==> config.mk <==
export PLATFORM = sky130hd
export DESIGN_NAME = fixed_point_affine_vertex_transform_core_flat
export DESIGN_NICKNAME = d
export VERILOG_FILES = /design/src/design/fpavt_pkg.sv /design/src/design/fpavt_in_if.sv /design/src/design/fpavt_out_if.sv /design/src/design/fpavt_mat_mem.sv /design/src/design/fpavt_seq.sv /design/src/design/fpavt_mac.sv /design/src/design/fixed_point_affine_vertex_transform_core.sv /design/src/flat_wrapper.sv
export SDC_FILE = /design/constraint.sdc
export NUM_CORES = 2
export LEC_CHECK = 0
export BUFFER_PORTS_ARGS = -buffer_cell sky130_fd_sc_hd__buf_2
export CELL_PAD_IN_SITES_DETAIL_PLACEMENT = 1
export CELL_PAD_IN_SITES_GLOBAL_PLACEMENT = 2
export CORE_ASPECT_RATIO = 1.2
export CORE_MARGIN = 5
export CORE_UTILIZATION = 43
export DETAILED_ROUTE_END_ITERATION = 10
export GPL_TIMING_DRIVEN = 0
export PLACE_DENSITY = 0.78
export SKIP_LAST_GASP = 1
export SYNTH_ARGS = -nofsm -noshare
export SYNTH_HDL_FRONTEND = slang
export SYNTH_SLANG_ARGS = --single-unit
==> constraint.sdc <==
create_clock -name clk -period 10.44 [get_ports clk]
set_clock_uncertainty 0.05 [all_clocks]
set_input_delay 1.566 -clock clk [delete_from_list [all_inputs] [get_ports clk]]
set_output_delay 1.566 -clock clk [all_outputs]
set_load 0.01 [all_outputs]
==> src/design/fpavt_pkg.sv <==
// ----------------------------------------------------------------------------
// fpavt_pkg
// Shared constants, codes, types and helpers for the affine vertex transform.
// ----------------------------------------------------------------------------
`default_nettype none

package fpavt_pkg;

    // Fixed-point format
    localparam int unsigned FRAC_BITS = 8;
    localparam int unsigned DATA_W    = 32;
    localparam logic [DATA_W-1:0] FX_ONE = DATA_W'(1) << FRAC_BITS;

    // Action codes
    localparam logic [2:0] ACT_IDENT     = 3'd0;
    localparam logic [2:0] ACT_WRITE     = 3'd1;
    localparam logic [2:0] ACT_TRANSLATE = 3'd2;
    localparam logic [2:0] ACT_SCALE     = 3'd3;
    localparam logic [2:0] ACT_VERTEX    = 3'd4;

    // Bookkeeping that travels with one multiply-accumulate term
    typedef struct packed {
        logic       vld;     // term present
        logic       first;   // first term of an element, clears accumulator
        logic       last;    // last term of an element, result ready
        logic       fin;     // last term of the whole operation
        logic       to_mem;  // result goes back into the matrix
        logic [3:0] idx;     // matrix entry or output column
    } tag_t;

    typedef struct packed {
        tag_t              tag;
        logic [DATA_W-1:0] coef;  // second multiplier operand
    } term_t;

    // Finished element from the accumulator
    typedef struct packed {
        logic              vld;
        logic              fin;
        logic              to_mem;
        logic [3:0]        idx;
        logic [DATA_W-1:0] data;
    } res_t;

    // Arithmetic shift right by the fraction width
    function automatic logic [DATA_W-1:0] fx_asr(input logic [DATA_W-1:0] v);
        return DATA_W'($signed(v) >>> FRAC_BITS);
    endfunction

endpackage

`default_nettype wire

==> src/design/fpavt_in_if.sv <==
// ----------------------------------------------------------------------------
// fpavt_in_if
// Command channel: action plus element, index and coordinate payload.
// ----------------------------------------------------------------------------
`default_nettype none

interface fpavt_in_if
    import fpavt_pkg::*;
();
    logic              valid;
    logic              ready;
    logic [2:0]        action;
    logic [1:0]        row_index;
    logic [1:0]        col_index;
    logic [DATA_W-1:0] element_value;
    logic [DATA_W-1:0] x_in;
    logic [DATA_W-1:0] y_in;
    logic [DATA_W-1:0] z_in;
    logic              last_vertex;

    modport source (
        output valid, action, row_index, col_index, element_value,
               x_in, y_in, z_in, last_vertex,
        input  ready
    );

    modport sink (
        input  valid, action, row_index, col_index, element_value,
               x_in, y_in, z_in, last_vertex,
        output ready
    );
endinterface

`default_nettype wire

==> src/design/fpavt_out_if.sv <==
// ----------------------------------------------------------------------------
// fpavt_out_if
// Result channel: transformed vertex coordinates.
// ----------------------------------------------------------------------------
`default_nettype none

interface fpavt_out_if
    import fpavt_pkg::*;
();
    logic              valid;
    logic              ready;
    logic [DATA_W-1:0] world_x;
    logic [DATA_W-1:0] world_y;
    logic [DATA_W-1:0] world_z;
    logic              last_out;

    modport source (
        output valid, world_x, world_y, world_z, last_out,
        input  ready
    );

    modport sink (
        input  valid, world_x, world_y, world_z, last_out,
        output ready
    );
endinterface

`default_nettype wire

==> src/design/fpavt_mat_mem.sv <==
// ----------------------------------------------------------------------------
// fpavt_mat_mem
// 16-entry matrix store, one write and one registered read per cycle.
// Per-entry valid bits make unwritten entries read as the identity.
// ----------------------------------------------------------------------------
`default_nettype none

module fpavt_mat_mem
    import fpavt_pkg::*;
(
    input  wire logic              clk,
    input  wire logic              rst_n,
    input  wire logic              clr,
    input  wire logic              we,
    input  wire logic [3:0]        waddr,
    input  wire logic [DATA_W-1:0] wdata,
    input  wire logic [3:0]        raddr,
    output      logic [DATA_W-1:0] rdata
);

    logic [DATA_W-1:0] mem [16];
    logic [DATA_W-1:0] raw_reg;
    logic [15:0]       valid_reg;
    logic [15:0]       valid_next;
    logic              rd_valid_reg;
    logic              rd_diag_reg;

    // Storage and raw read
    always_ff @(posedge clk)
    begin
        if (we)
        begin
            mem[waddr] <= wdata;
        end
        raw_reg <= mem[raddr];
    end

    // Valid bits: identity action drops them all
    always_comb
    begin
        valid_next = valid_reg;
        if (clr)
        begin
            valid_next = '0;
        end
        else if (we)
        begin
            valid_next[waddr] = 1'b1;
        end
    end

    always_ff @(posedge clk or negedge rst_n)
    begin
        if (!rst_n)
        begin
            valid_reg    <= '0;
            rd_valid_reg <= 1'b0;
            rd_diag_reg  <= 1'b0;
        end
        else
        begin
            valid_reg    <= valid_next;
            rd_valid_reg <= valid_reg[raddr];
            rd_diag_reg  <= (raddr[3:2] == raddr[1:0]);
        end
    end

    // Unwritten entries read as identity
    assign rdata = rd_valid_reg ? raw_reg : (rd_diag_reg ? FX_ONE : '0);

endmodule

`default_nettype wire

==> src/design/fpavt_seq.sv <==
// ----------------------------------------------------------------------------
// fpavt_seq
// Term sequencer: walks the elements of one operation and issues one
// multiply-accumulate term per cycle (matrix address plus coefficient).
// ----------------------------------------------------------------------------
`default_nettype none

module fpavt_seq
    import fpavt_pkg::*;
(
    input  wire logic              clk,
    input  wire logic              rst_n,
    input  wire logic              start,
    input  wire logic [2:0]        op,
    input  wire logic [DATA_W-1:0] x_in,
    input  wire logic [DATA_W-1:0] y_in,
    input  wire logic [DATA_W-1:0] z_in,
    output      logic [3:0]        rd_addr,
    output      term_t             term
);

    logic              active_reg;
    logic [2:0]        op_reg;
    logic [3:0]        elem_reg;
    logic [1:0]        term_reg;
    logic [DATA_W-1:0] cx_reg;
    logic [DATA_W-1:0] cy_reg;
    logic [DATA_W-1:0] cz_reg;

    logic [1:0]        row;
    logic [1:0]        col;
    logic              term_last;
    logic              elem_last;

    function automatic logic [DATA_W-1:0] coord_sel(
        input logic [1:0]        sel,
        input logic [DATA_W-1:0] cx,
        input logic [DATA_W-1:0] cy,
        input logic [DATA_W-1:0] cz
    );
        logic [DATA_W-1:0] v;
        case (sel)
            2'd0:    v = cx;
            2'd1:    v = cy;
            2'd2:    v = cz;
            default: v = '0;
        endcase
        return v;
    endfunction

    assign row = elem_reg[3:2];
    assign col = elem_reg[1:0];

    // Term decode per operation
    always_comb
    begin
        rd_addr   = elem_reg;
        term.coef = FX_ONE;
        term_last = 1'b1;
        elem_last = (elem_reg == 4'd15);
        case (op_reg)
            ACT_TRANSLATE:
            begin
                // M*T: m[r][c]*ONE + m[r][3]*(t_c << F); last column one term
                term_last = (col == 2'd3) || (term_reg == 2'd1);
                if (term_reg != 2'd0)
                begin
                    rd_addr   = {row, 2'd3};
                    term.coef = coord_sel(col, cx_reg, cy_reg, cz_reg) << FRAC_BITS;
                end
            end
            ACT_SCALE:
            begin
                // S*M: row r scaled by asr(s_r), last row by ONE
                if (row != 2'd3)
                begin
                    term.coef = fx_asr(coord_sel(row, cx_reg, cy_reg, cz_reg));
                end
            end
            ACT_VERTEX:
            begin
                // Column c: x*m0c + y*m1c + z*m2c + m3c
                rd_addr   = {term_reg, col};
                term.coef = (term_reg == 2'd3) ? DATA_W'(1)
                                               : coord_sel(term_reg, cx_reg, cy_reg, cz_reg);
                term_last = (term_reg == 2'd3);
                elem_last = (elem_reg == 4'd2);
            end
            default:
            begin
                term_last = 1'b1;
            end
        endcase
        term.tag.vld    = active_reg;
        term.tag.first  = (term_reg == 2'd0);
        term.tag.last   = term_last;
        term.tag.fin    = term_last && elem_last;
        term.tag.to_mem = (op_reg != ACT_VERTEX);
        term.tag.idx    = elem_reg;
    end

    // Counters
    always_ff @(posedge clk or negedge rst_n)
    begin
        if (!rst_n)
        begin
            active_reg <= 1'b0;
            op_reg     <= ACT_IDENT;
            elem_reg   <= '0;
            term_reg   <= '0;
        end
        else if (start && !active_reg)
        begin
            active_reg <= 1'b1;
            op_reg     <= op;
            elem_reg   <= '0;
            term_reg   <= '0;
        end
        else if (active_reg)
        begin
            if (term_last)
            begin
                term_reg <= '0;
                if (elem_last)
                begin
                    active_reg <= 1'b0;
                end
                else
                begin
                    elem_reg <= elem_reg + 4'd1;
                end
            end
            else
            begin
                term_reg <= term_reg + 2'd1;
            end
        end
    end

    // Operand capture
    always_ff @(posedge clk)
    begin
        if (start && !active_reg)
        begin
            cx_reg <= x_in;
            cy_reg <= y_in;
            cz_reg <= z_in;
        end
    end

endmodule

`default_nettype wire

==> src/design/fpavt_mac.sv <==
// ----------------------------------------------------------------------------
// fpavt_mac
// Shared multiply-accumulate unit: one 32x32 low product per cycle,
// registered, then summed; element result is shifted right by the
// fraction width.
// ----------------------------------------------------------------------------
`default_nettype none

module fpavt_mac
    import fpavt_pkg::*;
(
    input  wire logic              clk,
    input  wire logic              rst_n,
    input  wire term_t             term,
    input  wire logic [DATA_W-1:0] rdata,
    output      res_t              res
);

    term_t             s1_reg;
    tag_t              s2_reg;
    logic [DATA_W-1:0] prod_reg;
    logic [DATA_W-1:0] acc_reg;
    logic [DATA_W-1:0] acc_sum;

    // Stage control
    always_ff @(posedge clk or negedge rst_n)
    begin
        if (!rst_n)
        begin
            s1_reg <= '0;
            s2_reg <= '0;
        end
        else
        begin
            s1_reg <= term;
            s2_reg <= s1_reg.tag;
        end
    end

    // Accumulate the registered product
    assign acc_sum = (s2_reg.first ? '0 : acc_reg) + prod_reg;

    always_ff @(posedge clk)
    begin
        prod_reg <= DATA_W'(rdata * s1_reg.coef);
        if (s2_reg.vld)
        begin
            acc_reg <= acc_sum;
        end
    end

    always_comb
    begin
        res.vld    = s2_reg.vld && s2_reg.last;
        res.fin    = s2_reg.vld && s2_reg.fin;
        res.to_mem = s2_reg.to_mem;
        res.idx    = s2_reg.idx;
        res.data   = fx_asr(acc_sum);
    end

endmodule

`default_nettype wire

==> src/design/fixed_point_affine_vertex_transform_core.sv <==
// ----------------------------------------------------------------------------
// fixed_point_affine_vertex_transform_core
// 4x4 fixed-point matrix with identity, element write, translate, scale
// and vertex transform, all products through one shared MAC unit.
// ----------------------------------------------------------------------------
//  channel | dir | beat contents
//  --------+-----+-----------------------------------------------------------
//  req     | in  | action, row/col index, element value, x/y/z, last flag
//  rsp     | out | world_x, world_y, world_z, last_out (vertex actions only)
//
//  Identity, element write and unused codes leave the core idle and ready.
//  Scale issues 16 MAC terms, translate 28, vertex 12: one MAC term
//  per cycle through the single multiplier, each term read, multiplied, added.
//  Reset leaves the matrix at the identity with no sweep needed.
//  A waiting result does not block non-vertex actions; a vertex finishing
//  while the previous result is still unread holds until rsp is taken.
// ----------------------------------------------------------------------------
`default_nettype none

module fixed_point_affine_vertex_transform_core
    import fpavt_pkg::*;
(
    input  wire logic clk,
    input  wire logic rst_n,
    fpavt_in_if.sink  req,
    fpavt_out_if.source rsp
);

    localparam logic [1:0] ST_IDLE = 2'd0;
    localparam logic [1:0] ST_RUN  = 2'd1;
    localparam logic [1:0] ST_PUSH = 2'd2;

    logic [1:0]        state_reg;
    logic [1:0]        state_next;
    logic              accept;
    logic              start;
    logic              out_load;

    logic              last_reg;
    logic [DATA_W-1:0] res_x_reg;
    logic [DATA_W-1:0] res_y_reg;
    logic [DATA_W-1:0] res_z_reg;
    logic              out_vld_reg;
    logic [DATA_W-1:0] out_x_reg;
    logic [DATA_W-1:0] out_y_reg;
    logic [DATA_W-1:0] out_z_reg;
    logic              out_last_reg;

    logic              mem_clr;
    logic              mem_we;
    logic [3:0]        mem_waddr;
    logic [DATA_W-1:0] mem_wdata;
    logic [3:0]        rd_addr;
    logic [DATA_W-1:0] rdata;
    term_t             term;
    res_t              res;

    assign req.ready = (state_reg == ST_IDLE);
    assign accept    = req.valid && req.ready;
    assign start     = accept && ((req.action == ACT_TRANSLATE) ||
                                  (req.action == ACT_SCALE) ||
                                  (req.action == ACT_VERTEX));
    assign out_load  = (state_reg == ST_PUSH) && (!out_vld_reg || rsp.ready);

    // Matrix write port: direct element write or MAC result
    always_comb
    begin
        mem_clr   = accept && (req.action == ACT_IDENT);
        mem_we    = 1'b0;
        mem_waddr = res.idx;
        mem_wdata = res.data;
        if (accept && (req.action == ACT_WRITE))
        begin
            mem_we    = 1'b1;
            mem_waddr = {req.row_index, req.col_index};
            mem_wdata = req.element_value;
        end
        else if (res.vld && res.to_mem)
        begin
            mem_we = 1'b1;
        end
    end

    fpavt_mat_mem u_mem (
        .clk   (clk),
        .rst_n (rst_n),
        .clr   (mem_clr),
        .we    (mem_we),
        .waddr (mem_waddr),
        .wdata (mem_wdata),
        .raddr (rd_addr),
        .rdata (rdata)
    );

    fpavt_seq u_seq (
        .clk     (clk),
        .rst_n   (rst_n),
        .start   (start),
        .op      (req.action),
        .x_in    (req.x_in),
        .y_in    (req.y_in),
        .z_in    (req.z_in),
        .rd_addr (rd_addr),
        .term    (term)
    );

    fpavt_mac u_mac (
        .clk   (clk),
        .rst_n (rst_n),
        .term  (term),
        .rdata (rdata),
        .res   (res)
    );

    // Control sequencing
    always_comb
    begin
        state_next = state_reg;
        case (state_reg)
            ST_IDLE:
            begin
                if (start)
                begin
                    state_next = ST_RUN;
                end
            end
            ST_RUN:
            begin
                if (res.fin)
                begin
                    state_next = res.to_mem ? ST_IDLE : ST_PUSH;
                end
            end
            ST_PUSH:
            begin
                if (out_load)
                begin
                    state_next = ST_IDLE;
                end
            end
            default:
            begin
                state_next = ST_IDLE;
            end
        endcase
    end

    always_ff @(posedge clk or negedge rst_n)
    begin
        if (!rst_n)
        begin
            state_reg   <= ST_IDLE;
            out_vld_reg <= 1'b0;
        end
        else
        begin
            state_reg <= state_next;
            if (out_load)
            begin
                out_vld_reg <= 1'b1;
            end
            else if (rsp.ready)
            begin
                out_vld_reg <= 1'b0;
            end
        end
    end

    // Vertex result collection and output register
    always_ff @(posedge clk)
    begin
        if (start)
        begin
            last_reg <= req.last_vertex;
        end
        if (res.vld && !res.to_mem)
        begin
            case (res.idx[1:0])
                2'd0:    res_x_reg <= res.data;
                2'd1:    res_y_reg <= res.data;
                default: res_z_reg <= res.data;
            endcase
        end
        if (out_load)
        begin
            out_x_reg    <= res_x_reg;
            out_y_reg    <= res_y_reg;
            out_z_reg    <= res_z_reg;
            out_last_reg <= last_reg;
        end
    end

    assign rsp.valid    = out_vld_reg;
    assign rsp.world_x  = out_x_reg;
    assign rsp.world_y  = out_y_reg;
    assign rsp.world_z  = out_z_reg;
    assign rsp.last_out = out_last_reg;

endmodule

`default_nettype wire

==> src/flat_wrapper.sv <==
// flat-port wrapper written by rule: the top's interface ports become plain ports
module fixed_point_affine_vertex_transform_core_flat import fpavt_pkg::*;
  (clk, rst_n, req_valid, req_action, req_row_index, req_col_index, req_element_value, req_x_in, req_y_in, req_z_in, req_last_vertex, req_ready, rsp_valid, rsp_world_x, rsp_world_y, rsp_world_z, rsp_last_out, rsp_ready);
  fpavt_in_if req_i ();
  fpavt_out_if rsp_i ();
  input  wire logic clk;
  input  wire logic rst_n;
  input wire logic [$bits(req_i.valid)-1:0] req_valid;
  input wire logic [$bits(req_i.action)-1:0] req_action;
  input wire logic [$bits(req_i.row_index)-1:0] req_row_index;
  input wire logic [$bits(req_i.col_index)-1:0] req_col_index;
  input wire logic [$bits(req_i.element_value)-1:0] req_element_value;
  input wire logic [$bits(req_i.x_in)-1:0] req_x_in;
  input wire logic [$bits(req_i.y_in)-1:0] req_y_in;
  input wire logic [$bits(req_i.z_in)-1:0] req_z_in;
  input wire logic [$bits(req_i.last_vertex)-1:0] req_last_vertex;
  output wire logic [$bits(req_i.ready)-1:0] req_ready;
  output wire logic [$bits(rsp_i.valid)-1:0] rsp_valid;
  output wire logic [$bits(rsp_i.world_x)-1:0] rsp_world_x;
  output wire logic [$bits(rsp_i.world_y)-1:0] rsp_world_y;
  output wire logic [$bits(rsp_i.world_z)-1:0] rsp_world_z;
  output wire logic [$bits(rsp_i.last_out)-1:0] rsp_last_out;
  input wire logic [$bits(rsp_i.ready)-1:0] rsp_ready;
  assign req_i.valid = req_valid;
  assign req_i.action = req_action;
  assign req_i.row_index = req_row_index;
  assign req_i.col_index = req_col_index;
  assign req_i.element_value = req_element_value;
  assign req_i.x_in = req_x_in;
  assign req_i.y_in = req_y_in;
  assign req_i.z_in = req_z_in;
  assign req_i.last_vertex = req_last_vertex;
  assign req_ready = req_i.ready;
  assign rsp_valid = rsp_i.valid;
  assign rsp_world_x = rsp_i.world_x;
  assign rsp_world_y = rsp_i.world_y;
  assign rsp_world_z = rsp_i.world_z;
  assign rsp_last_out = rsp_i.last_out;
  assign rsp_i.ready = rsp_ready;
  fixed_point_affine_vertex_transform_core u_core (.clk(clk), .rst_n(rst_n), .req(req_i), .rsp(rsp_i));
endmodule
* Word-level counts from Yosys, hierarchy flattened
Memory sizes are Yosys's and may differ from the RTL's. A register that Yosys moved wholly into a read port is not among the register bits.
Cells that the tools add are included.
** Storage, ports and cells
- Register bits :: 387
- Bits in writable memories :: 512
- Output and inout port bits :: 99
- Logic and storage cells :: 152
- Memories :: 1
** Memory list
- u_core.u_mem.mem :: words 16, width 32, read ports 1, clocked after memory_dff 1, wr ports 1, line fpavt_mat_mem.sv:21 : logic [DATA_W-1:0] mem [16];
** Operators by class
- $add $sub $neg :: 3
- Multiply operators :: 1
- Magnitude comparators :: 3
- Eq/ne operators :: 27
- Muxes and demuxes :: 44
- Bitwise logic cells :: 2
- Reduce and logical (&&, ||, !) cells :: 36
** Operator list (count)
- 32-bit case mux with 3 select lines :: 3
- 32-bit 2-to-1 mux :: 6
- 24-bit case mux with 3 select lines :: 1
- 32-bit adder :: 1
- 32-bit by 32-bit multiplier with 32-bit output :: 1
- 16-bit 2-to-1 mux :: 2
- 4-bit 2-to-1 mux :: 5
- 2-bit 2-to-1 mux :: 8
- 16-bit OR :: 1
- 1-bit 2-to-1 mux :: 13
- 2-bit equality test, second input constant :: 6
- 3-bit by 2-bit equality test with 1-bit output, second input constant :: 4
- 1-bit logical AND :: 12
- 2-bit by 1-bit equality test with 1-bit output, second input constant :: 5
- 2-bit zero test :: 5
- 4-bit by 5-bit less-than comparator with 1-bit output, second input constant :: 2
- 2-bit nonzero test :: 5
- 9-bit 2-to-1 mux :: 1
- 4-bit case mux with 2 select lines :: 1
- 3-bit equality test, second input constant :: 2
- 2-bit by 1-bit != test with 1-bit output, second input constant :: 3
- 2-bit case mux with 3 select lines :: 1
- 2-bit AND reduction :: 3
- 3-bit AND reduction :: 2
- 17 further kinds :: 23

* Longest topological paths before layout
- Depth in word-level cells :: 11
- Depth in mapped cells :: 30
- Mapped depth without buffers :: 26

* By module
A second synthesis with hierarchy kept.
** Unflattened totals
- Cell total of the unflattened synthesis :: 3741
- Area, all modules :: 53168.5 um^2
** By module, submodules not included
- fpavt_mat_mem :: times used 1, cells an instance 946, area each 20893.8 um^2, sequential area each 16465.8 um^2
- fpavt_mac :: times used 1, cells an instance 2131, area each 20485.9 um^2, sequential area each 2852.7 um^2
- fixed_point_affine_vertex_transform_core :: times used 1, cells an instance 257, area each 6598.8 um^2, sequential area each 5900.7 um^2
- fpavt_seq :: times used 1, cells an instance 407, area each 5190.0 um^2, sequential area each 3133.0 um^2

* Worst setup path after synthesis
OpenSTA, ideal clock, no wires.
- Kind :: reg-to-reg
- Start point :: register u_core.u_mem.rd_valid_reg
- End point :: register u_core.u_mac.prod_reg[30]
- Library setup time :: 123 ps
- Data arrival time :: 7102 ps
- Path slack :: 3165 ps
- Stages on the path, launching flop included :: 27
- Buffers on the path :: 5
- Cells stage by stage :: dfrtp_1 buf_2 buf_2 clkbuf_1 clkbuf_1 clkbuf_1 nand3_1 fa_1 inv_1 fa_1 inv_1 fa_1 fa_1 inv_1 fa_1 fa_1 fa_1 inv_1 fa_1 inv_1 ha_1 a21o_1 a2111oi_0 a21oi_1 a21oi_1 o21ai_1 xor2_1
** On the way
- Cells in the longest elaborated chain, start to end :: 2
** Ends and longest elaborated chain
- start: declaration :: line fpavt_mat_mem.sv:25 : logic rd_valid_reg;
- start signal: assignment :: line fpavt_mat_mem.sv:63 : rd_valid_reg <= valid_reg[raddr];
- 32-bit 2-to-1 mux :: line fpavt_mat_mem.sv:69 : assign rdata = rd_valid_reg ? raw_reg : (rd_diag_reg ? FX_ONE : '0);
- 32-bit by 32-bit multiplier with 32-bit output :: line fpavt_mac.sv:45 : prod_reg <= DATA_W'(rdata * s1_reg.coef);
- end signal: assignment :: line fpavt_mac.sv:45
- end: declaration :: line fpavt_mac.sv:21 : logic [DATA_W-1:0] prod_reg;
Every way passes these cells.
A chain may end at the register's enable or synchronous reset.

* Final worst setup path
Ends and elaborated chain as after synthesis.

==> results.txt <==
The run gives 0 as the final count of hold timing violations. Share of final-layout standard cells stronger than drive strength 1: 0.109. The global-route usage over all layers was 0.288. Entering global routing, the biggest net connects 53 pins.

For the number of max-slew violations in the final report, the log shows 0. Share of the synthesized area in the top cell type: 0.450. On the critical path, the stage with the largest delay is an instance of sky130_fd_sc_hd__fa_1. The global routing stage identified its most utilized layer as met2.

The area growth from synthesis to layout is 13.7%, and the placeable core region is 0.121 mm^2. Buffers added to address setup during post-CTS repair amount to 0. Yosys attributes the largest share of cell area to sky130_fd_sc_hd__edfxtp_1 (45%), sky130_fd_sc_hd__fa_1 (16%), sky130_fd_sc_hd__nand2_1 (4.0%), sky130_fd_sc_hd__ha_1 (3.9%), sky130_fd_sc_hd__dfrtp_1 (3.9%).

At the worst endpoint, the required time is 10990 ps. The tools report the met2 global-route usage as 0.516. The setup total negative slack is 0 ps.

The sequential area share after synthesis came out at 0.513. The most common cell in the synthesized netlist is sky130_fd_sc_hd__edfxtp_1. In this run, synthesis produced a sequential element count of 931.

The logs give 0.0269 mm^2 for the area of all sequential standard cells and 3544 for the DRC marker count from the first detailed-route iteration. After legalization and detailed placement, the total HPWL measured 142 mm. The Yosys warning count came out at 0. Synthesis instantiated 76 different standard cells from the library. The setup violation total in the final timing report is 0, and the clock buffer count from CTS is 94.

The number of antenna violations at the first check in global routing was 16. The tool flagged a number of max-cap violations equal to 0. Buffer type at the clock tree root: sky130_fd_sc_hd__clkbuf_16. At the pin with the least slew margin, the transition time is 1280 ps.

In this run, post-CTS hold repair placed 0 buffers. The clock tree synthesis step divided the H-tree into 3 levels. The critical path starts at u_core.u_mem.rd_valid_reg$_DFF_PN0_. The arrival time of the worst setup path is 9820 ps.

The die covers 0.129 mm^2. The met3 usage in global routing came out at 0.0437. For the final weighted congestion in routability-driven placement, the log shows 0.954. TritonCTS built the clock tree.

The worst hold path begins at u_core.u_mac.s1_reg[35]$_DFF_PN0_. The post-synthesis mux area share was 0.00804; the share of flip-flops with an asynchronous set or reset was 0.0870. For the via count of the first global-routing pass, the log shows 39700. In the synthesized netlist, the cells that appear most often are sky130_fd_sc_hd__edfxtp_1 (786), sky130_fd_sc_hd__nand2_1 (562), sky130_fd_sc_hd__inv_1 (424). The worst path needs 9270 ps of the cycle, external delays included. The number of flip-flops under the largest register name came out at 512. Dividing the detail-routed via count by the number of cells gives 5.80. The delay of the slowest cell on the worst path was 610 ps.

The top flip-flop cell by instance count after synthesis is sky130_fd_sc_hd__edfxtp_1. The endpoint identified for the worst register-to-register timing path is u_core.u_mac.prod_reg[30]$_DFF_P_. The run gives 3 as the maximum root-to-sink buffer count. Final cycle utilization of the critical path: 0.888. The share of the synthesized area in compound gates (AO/OA/AOI/OAI) was 0.0933. The die span in x works out to 329 um. In this run the remaining antenna-violating nets after routing total 0. The number of gates resized after CTS was 0; the number of standard cells after synthesis was 4334. The tools report the element type at the critical path start as a flop.

The worst hold path belongs to the class reg -> reg. Kind of cell adding the most delay to the critical path: adder cells. The run gives 0.148 as the normalized max-slew margin.

Effective utilization at floorplan: 0.432. The maximum net fanout on the critical path was 10; the via count of the routed design was 37300. In the final routed layout, each cell accounts on average for 29.3 um. In this run the register-to-register setup slack is 1170 ps.

In this run the vertical extent of the chip is 393 um. The fill cell total of the finished layout was 12700; the global-route wire length before repair was 271 mm. The logs give 6244 for the post-placement cell count and 0 for the remaining design rule violation count. The tools report the netlist area before placement as 0.0525 mm^2. The critical path runs through a total of 27 cells.

During placement, the flow inserted port buffers numbering 238. The adder and majority gate portion of the synthesized area is 0.195. The xor/xnor cell area share of the yosys netlist was 0.0195; the total wire length was 188 mm. The count of flip-flops with a built-in enable after synthesis was 786. The logic depth of the worst register-to-register path came out at 27.

In this design, the critical path's most frequently occurring cell is sky130_fd_sc_hd__fa_1. The capturing instance or port of the critical path is u_core.u_mac.prod_reg[30]$_DFF_P_. The number of cells traversed by the worst hold path came out at 0.

The largest total area in the synthesized netlist belongs to sky130_fd_sc_hd__edfxtp_1. In this run the core area contains 140 standard-cell rows. Launch point of the worst reg-to-reg path: u_core.u_mem.rd_valid_reg$_DFF_PN0_. The critical path in this run is classified as reg -> reg. The net count of the finished layout is 5419. Simple-gate portion of the synthesized area: 0.117. The flow ran to the end, and the final reports show no timing, DRC or antenna violations. Together, buffers and inverters on the worst path number 10. The tools report the latest clock arrival within the worst-skew pair as 710 ps. STA classifies the critical path endpoint as a flop. In this run the mean area of a mapped cell was 12.1 um^2. The met1 capacity usage during global routing came out at 0.350. The post-synth net total was 5046; the clock net sink count was 931. Setup repair after global routing left no endpoint under its margin.

For this run, the top clock speed supported by timing is 108 MHz. The non-filler instance count after layout was 6426. In this run the count of I/O pins placed on the die edge is 239. The register clock-pin slew on the reported worst setup and hold paths works out to 60 ps. For the count of TritonRoute iterations in the first routing pass, the log shows 8.

By area, the combinational part of the netlist is dominated by adder cells. The area used by multi-input combinational logic is 0.0229 mm^2, and the total global routing overflow is 0.
-- through the flow --
stage	area [um^2]	utilization	setup WS, ps	hold slack (ps)
6_report	59600	0.491	1170	301
5_1_grt	59600	0.491	920	301
4_1_cts	59600	0.491	1280	298
3_5_place_dp	56600	0.466	1260	286
3_3_place_gp	55700	0.459	1280	283
2_1_floorplan	52500	-	3170	281
-- kinds of logic after synthesis --
| kind of cell | count (synthesis) |
|---|---|
| AO/OA/AOI/OAI | 687 |
| AND/OR/NAND/NOR | 1268 |
| multiplexers | 40 |
| flip-flops | 931 |
| XOR/XNOR | 117 |
| adder cells (fa/ha/maj) | 572 |
| buffers and inverters | 719 |
-- area by class of cell --
cell class / instances / area share
flip-flops and latches: 931 / 0.451
multi-input cells: 2684 / 0.384
clock buffers: 133 / 0.0441
well taps: 1633 / 0.0343
repair buffers: 277 / 0.0318
inverters: 425 / 0.0267
plain buffers: 294 / 0.0209
clock inverters: 41 / 0.00678
diodes: 8 / 0.000336
-- per-layer routing --
metal	wire, um	up-vias	part of all wire
met1	70900	19600	0.38
met5	13	-	0.000069
met4	8140	2	0.043
met2	97000	1487	0.52
li1	-	15800	-
met3	12000	354	0.064
-- worst min path at each step --
stage                                                 to
after floorplan           u_core.u_mac.res[32]$_DFF_PN0_
after global placement    u_core.u_mac.res[36]$_DFF_PN0_
after detailed placement  u_core.u_mac.res[35]$_DFF_PN0_
after CTS                 u_core.u_mac.res[35]$_DFF_PN0_
after global routing      u_core.u_mac.res[35]$_DFF_PN0_
final                     u_core.u_mac.res[35]$_DFF_PN0_
-- placed cells by master, fill, tap and decap left out, types with 89 or more instances in the layout --
master,n
sky130_fd_sc_hd__edfxtp_1,786
sky130_fd_sc_hd__and3_1,275
sky130_fd_sc_hd__nand2_1,562
sky130_fd_sc_hd__clkbuf_1,260
sky130_fd_sc_hd__inv_1,424
sky130_fd_sc_hd__buf_2,257
sky130_fd_sc_hd__a21oi_1,140
sky130_fd_sc_hd__nor2_1,124
sky130_fd_sc_hd__xnor2_1,89
sky130_fd_sc_hd__fa_1,409
sky130_fd_sc_hd__a211oi_1,170
sky130_fd_sc_hd__clkbuf_16,96
sky130_fd_sc_hd__ha_1,163
sky130_fd_sc_hd__and2_1,171
Power is left out: the tool's default activity adds up to more than one toggle a clock period on the data nets, which glitch-free logic cannot reach.
